<file path="src/sv/fpr_pkg.sv">
// Shared constants, command/status types and helpers for the FIFO page replacement block.
`timescale 1ns / 1ps

package fpr_pkg;

   localparam int PAGE_W     = 12;                      // page number width
   localparam int PAGE_COUNT = 1 << PAGE_W;             // residency bitmap depth
   localparam int MAP_AW     = $clog2(PAGE_COUNT);      // bitmap address width
   localparam int MAX_FRAMES = 64;                      // frame ring depth
   localparam int SLOT_W     = $clog2(MAX_FRAMES);      // ring pointer width
   localparam int OCC_W      = $clog2(MAX_FRAMES + 1);  // occupancy count width
   localparam int FC_W       = 7;                       // frame_count register width
   localparam int COUNT_W    = 32;                      // fault counter width
   localparam int CSR_DW     = 32;                      // config data width
   localparam int CSR_AW     = 3;                       // config byte address width

   localparam logic [FC_W-1:0] FRAME_COUNT_RESET = FC_W'(4);

   // Register index within the config space (byte address / 4)
   localparam logic [CSR_AW-3:0] REG_FRAME_COUNT = '0;

   // Controller to datapath commands
   typedef struct packed {
      logic sweep;    // clear one bitmap entry of the power-up pass
      logic accept;   // latch the incoming item
      logic evict;    // drop the oldest page
      logic commit;   // append the new page and count the fault
      logic respond;  // launch the result
   } fpr_cmd_type;

   // Datapath to controller status
   typedef struct packed {
      logic resident;    // referenced page is in the bitmap
      logic full;        // all frames in use are occupied
      logic sweep_last;  // final entry of the clearing pass
   } fpr_status_type;

   // Advance a ring pointer with wrap at the ring depth
   function automatic logic [SLOT_W-1:0] fpr_next_slot(input logic [SLOT_W-1:0] slot);
      if (slot == SLOT_W'(MAX_FRAMES - 1)) begin
         return '0;
      end
      return slot + SLOT_W'(1);
   endfunction

endpackage

</file>
<file path="src/sv/fpr_ctrl.sv">
// Controller state machine: clearing pass, lookup, eviction and commit sequencing.
`timescale 1ns / 1ps

module fpr_ctrl
   import fpr_pkg::*;
(
   input  logic           clock,
   input  logic           reset,
   input  logic           start,
   input  fpr_status_type status,
   output fpr_cmd_type    cmd,
   output logic           busy
);

   typedef enum logic [1:0] {
      ST_SWEEP,
      ST_IDLE,
      ST_LOOKUP,
      ST_EVICT
   } state_type;

   state_type state_ff, state_in;
   logic      busy_ff, busy_in;

   always_comb begin
      cmd      = '0;
      state_in = state_ff;
      case (state_ff)
         ST_SWEEP: begin
            cmd.sweep = 1'b1;
            if (status.sweep_last) begin
               state_in = ST_IDLE;
            end
         end
         ST_IDLE: begin
            if (start && !busy_ff) begin
               cmd.accept = 1'b1;
               state_in   = ST_LOOKUP;
            end
         end
         ST_LOOKUP: begin
            if (status.resident) begin
               cmd.respond = 1'b1;
               state_in    = ST_IDLE;
            end else if (status.full) begin
               cmd.evict = 1'b1;
               state_in  = ST_EVICT;
            end else begin
               cmd.commit  = 1'b1;
               cmd.respond = 1'b1;
               state_in    = ST_IDLE;
            end
         end
         ST_EVICT: begin
            cmd.commit  = 1'b1;
            cmd.respond = 1'b1;
            state_in    = ST_IDLE;
         end
         default: begin
            state_in = ST_IDLE;
         end
      endcase
      busy_in = (state_in != ST_IDLE);
   end

   always_ff @(posedge clock) begin
      if (reset) begin
         state_ff <= ST_SWEEP;
         busy_ff  <= 1'b1;
      end else begin
         state_ff <= state_in;
         busy_ff  <= busy_in;
      end
   end

   assign busy = busy_ff;

endmodule

</file>
<file path="config.mk">
export PLATFORM = sky130hd
export DESIGN_NAME = fpr_ctrl
export DESIGN_NICKNAME = d
export VERILOG_FILES = /design/src/sv/fpr_pkg.sv /design/src/sv/fpr_ctrl.sv
export SDC_FILE = /design/constraint.sdc
export NUM_CORES = 1
export LEC_CHECK = 0
export ABC_CLOCK_PERIOD_IN_PS = 1800
export BUFFER_PORTS_ARGS = -buffer_cell sky130_fd_sc_hd__buf_2
export CAP_MARGIN = 10
export CORE_AREA = 2 2 39 41
export DETAILED_ROUTE_END_ITERATION = 8
export DIE_AREA = 0 0 41 43
export SLEW_MARGIN = 25
export SYNTH_ARGS = -nofsm -noshare
export SYNTH_HDL_FRONTEND = slang
export SYNTH_SLANG_ARGS = --single-unit
export TNS_END_PERCENT = 5
</file>
<file path="constraint.sdc">
create_clock -name clock -period 1.8 [get_ports clock]
set_clock_uncertainty 0.2 [all_clocks]
set_input_delay 0.18 -clock clock [delete_from_list [all_inputs] [get_ports clock]]
set_output_delay 0.18 -clock clock [all_outputs]
set_load 0.01 [all_outputs]
</file>
==> run_results.csv <==
group,metric,value,unit
outcome,outcome,"completed",
routing,num_vias,175,
synth,synth_top_cell_by_area,"sky130_fd_sc_hd__dfxtp_1",
setup_path,crit_slowest_cell,"sky130_fd_sc_hd__dfxtp_1",
timing,finalMaxSlewViolations,0,
setup_path,worstPathRequired,1.42,ns
timing,grt_setup_unrepaired,"false",
power,power.leakage,0.135,nW
routing,initialDrtViolationCount,4,
global_route,via_count_of_the_first_global_routing_pass,133,
timing,hold_violations,0,
setup_path,timing.critical_path.buf_inv,1,
timing,final.period_utilization,81.1,%
routing,routed_wire_length_per_instance,8.41,um
global_route,initial_antenna_violation_count,0,
synth,avgSynthCellArea,10.3,sq um
clocking,clkSlewWorstSetupHoldPaths,0.04,ns
global_route,grt_pass1_wl,510,um
die,core_region_area,1380,sq um
timing,hold-worst-slack,0.0300,ns
synth,synthesized_cell_area,144,sq um
clocking,maximum_buffer_depth_of_the_clock_tree,2,
timing,fmax,685,MHz
routing,drc_violations_left,0,
synth,synth_largest_type_area_fraction,41.7,%
die,die_y,43,um
global_route,pin_count_of_the_biggest_net_entering_global_routing,7,
hold_path,min_path_type,"in2reg",
placement,placedInstanceArea,219,sq um
cells_and_area,insertedDiodeCount,0,
synth,yosys-top-cells-area,"sky130_fd_sc_hd__dfxtp_1 42%, sky130_fd_sc_hd__and4bb_4 11%, sky130_fd_sc_hd__and4bb_1 8.7%",
die,dieArea,1760,sq um
die,placementRows,14,
setup_path,startpoint_type,"flip-flop",
routing,first_pass_iters,2,
cells_and_area,final_layout_size_suffix_gt1_share,50.0,%
clocking,htreeDepth,1,
global_route,grt_overflow_total,0,
cells_and_area,stdcell_area,255,sq um
timing,fin_tns_setup,0,ns
placement,place_congestion,0.581,
clocking,tritoncts_num_sinks,3,
routing,finalWirelength,387,um
cells_and_area,final_cell_mix,"11 x sky130_fd_sc_hd__buf_2, 3 x sky130_fd_sc_hd__dfxtp_1, 3 x sky130_fd_sc_hd__clkbuf_4",
clocking,numCtsBuffers,3,
setup_path,end_kind,"output pin",
cells_and_area,final_common_cell,"sky130_fd_sc_hd__buf_2",
cells_and_area,synthToLayoutAreaGrowth,77.4,%
timing,worst_pin_slew,0.205,ns
synth,yosys.cell_types.count,10,
clocking,worst_skew_late_latency,0.23,ns
global_route,gr-usage-all-layers,5.61,%
routing,post_drt_via_cell_ratio,3.80,
routing,antenna_violating_nets_post_route,0,
die,initial_utilization,10.4,%
timing,final-setup-viol-count,0,
setup_path,arr_time_crit_path,1.08,ns
synth,synthesis.yosys.warnings,0,
clocking,ctsRootBufferMaster,"sky130_fd_sc_hd__clkbuf_4",
timing,final.min_clock_period,1.46,ns
clocking,quantity_of_gates_resized_following_cts,0,
clocking,tritoncts,"built",
die,dieWidth,41,um
setup_path,worstSetupPathType,"reg2out",
die,io_pins,12,
synth,postSynthRegisterBits,3,
placement,numPortBuffers,11,
cells_and_area,finalNetCount,37,
power,power.density_cell_area,862,nW/um^2
synth,post_synth_net_total,20,
synth,postSynthCellCount,14,
run,max-cap-violations,0,
timing,timing.slew.headroom,86.2,%
power,vdd_drop_max,0.000219,V
setup_path,critical_path_peak_fanout,6,
setup_path,cp_cell_sequence,"and4bb_1 -> buf_2",
synth,sequential_to_total_area_share_from_yosys_stat,41.7,%
setup_path,critical_path.top_delay_family,"flip-flops",
setup_path,critical_path.max_stage_delay,0.41,ns
## report_power, final
| group | internal, mW | switching, mW |
|---|---|---|
| Clock | 0.0832 | 0.0362 |
| Combinational | 0.0145 | 0.0107 |
| Sequential | 0.0711 | 0.00412 |
## metrics by stage
stage / setup slack (ns) / power (mW) / utilization [%] / cells
after floorplan: 0.383 / 0.0869 / - / 14
after global placement: 0.351 / 0.0997 / 15.8 / 41
after detailed placement: 0.338 / 0.101 / 15.8 / 41
after CTS: 0.311 / 0.228 / 18.4 / 46
after global routing: 0.270 / 0.234 / 18.4 / 46
final: 0.341 / 0.220 / 18.4 / 46
## flip-flops by register name (all words and copies together) (netlist names)
name	flops
busy	1
state_ff	2
## kinds of logic (layout without fill, tap and decap cells)
group	count (synthesis)	in the layout	synth area share, %
buf+inv	1	17	2.61
compound gates	3	3	18.3
flops	3	3	41.7
simple gates	7	7	37.4
## cells in the mapped netlist
cell type                  instances
sky130_fd_sc_hd__and4bb_4          1
sky130_fd_sc_hd__o21a_1            1
sky130_fd_sc_hd__dfxtp_1           3
sky130_fd_sc_hd__nor2_1            2
sky130_fd_sc_hd__and4bb_1          1
sky130_fd_sc_hd__o21ba_1           1
sky130_fd_sc_hd__nor3_1            2
sky130_fd_sc_hd__o31a_1            1
sky130_fd_sc_hd__inv_1             1
sky130_fd_sc_hd__or4_1             1
## worst paths after layout
path	from	depth (start not counted)	slack (ns)	endpoint
worst min register to register	state_ff[0]	2	0.46	state_ff[0]
worst max register to register	state_ff[0]	2	0.34	busy
worst max-delay path	state_ff[0]	2	0.34	cmd[3]
worst min-delay path	status[0]	3	0.03	state_ff[0]
## metal layers
metal	global-route usage (%)	part of all wire (%)	vias to the layer above
met5	0	0	-
met4	8.00	4.9	0
met2	6.56	49	6
li1	-	-	88
met3	6.28	6.5	2
met1	3.50	39	79
## worst register-to-register path, stage by stage (launching register included)
cell and delay, ns:
sky130_fd_sc_hd__dfxtp_1 0.41, sky130_fd_sc_hd__and4bb_4 0.23, sky130_fd_sc_hd__or4_1 0.48
## repair_timing
item / 4_1_cts / 5_1_grt
endpoints found under the hold margin: 2 / 0
setup buffers: 0 / 0
hold buffers: 1 / 0
## layout make-up
| type | count | area (sq um) |
|---|---|---|
| inverters | 1 | 3.75 |
| multi-input cells | 10 | 80.1 |
| flip-flops and latches | 3 | 60.1 |
| well taps | 16 | 20.0 |
| repair buffers | 12 | 65.1 |
| fillers | 156 | 1130 |
| clock buffers | 4 | 26.3 |
(Power assumes the default switching activity.)
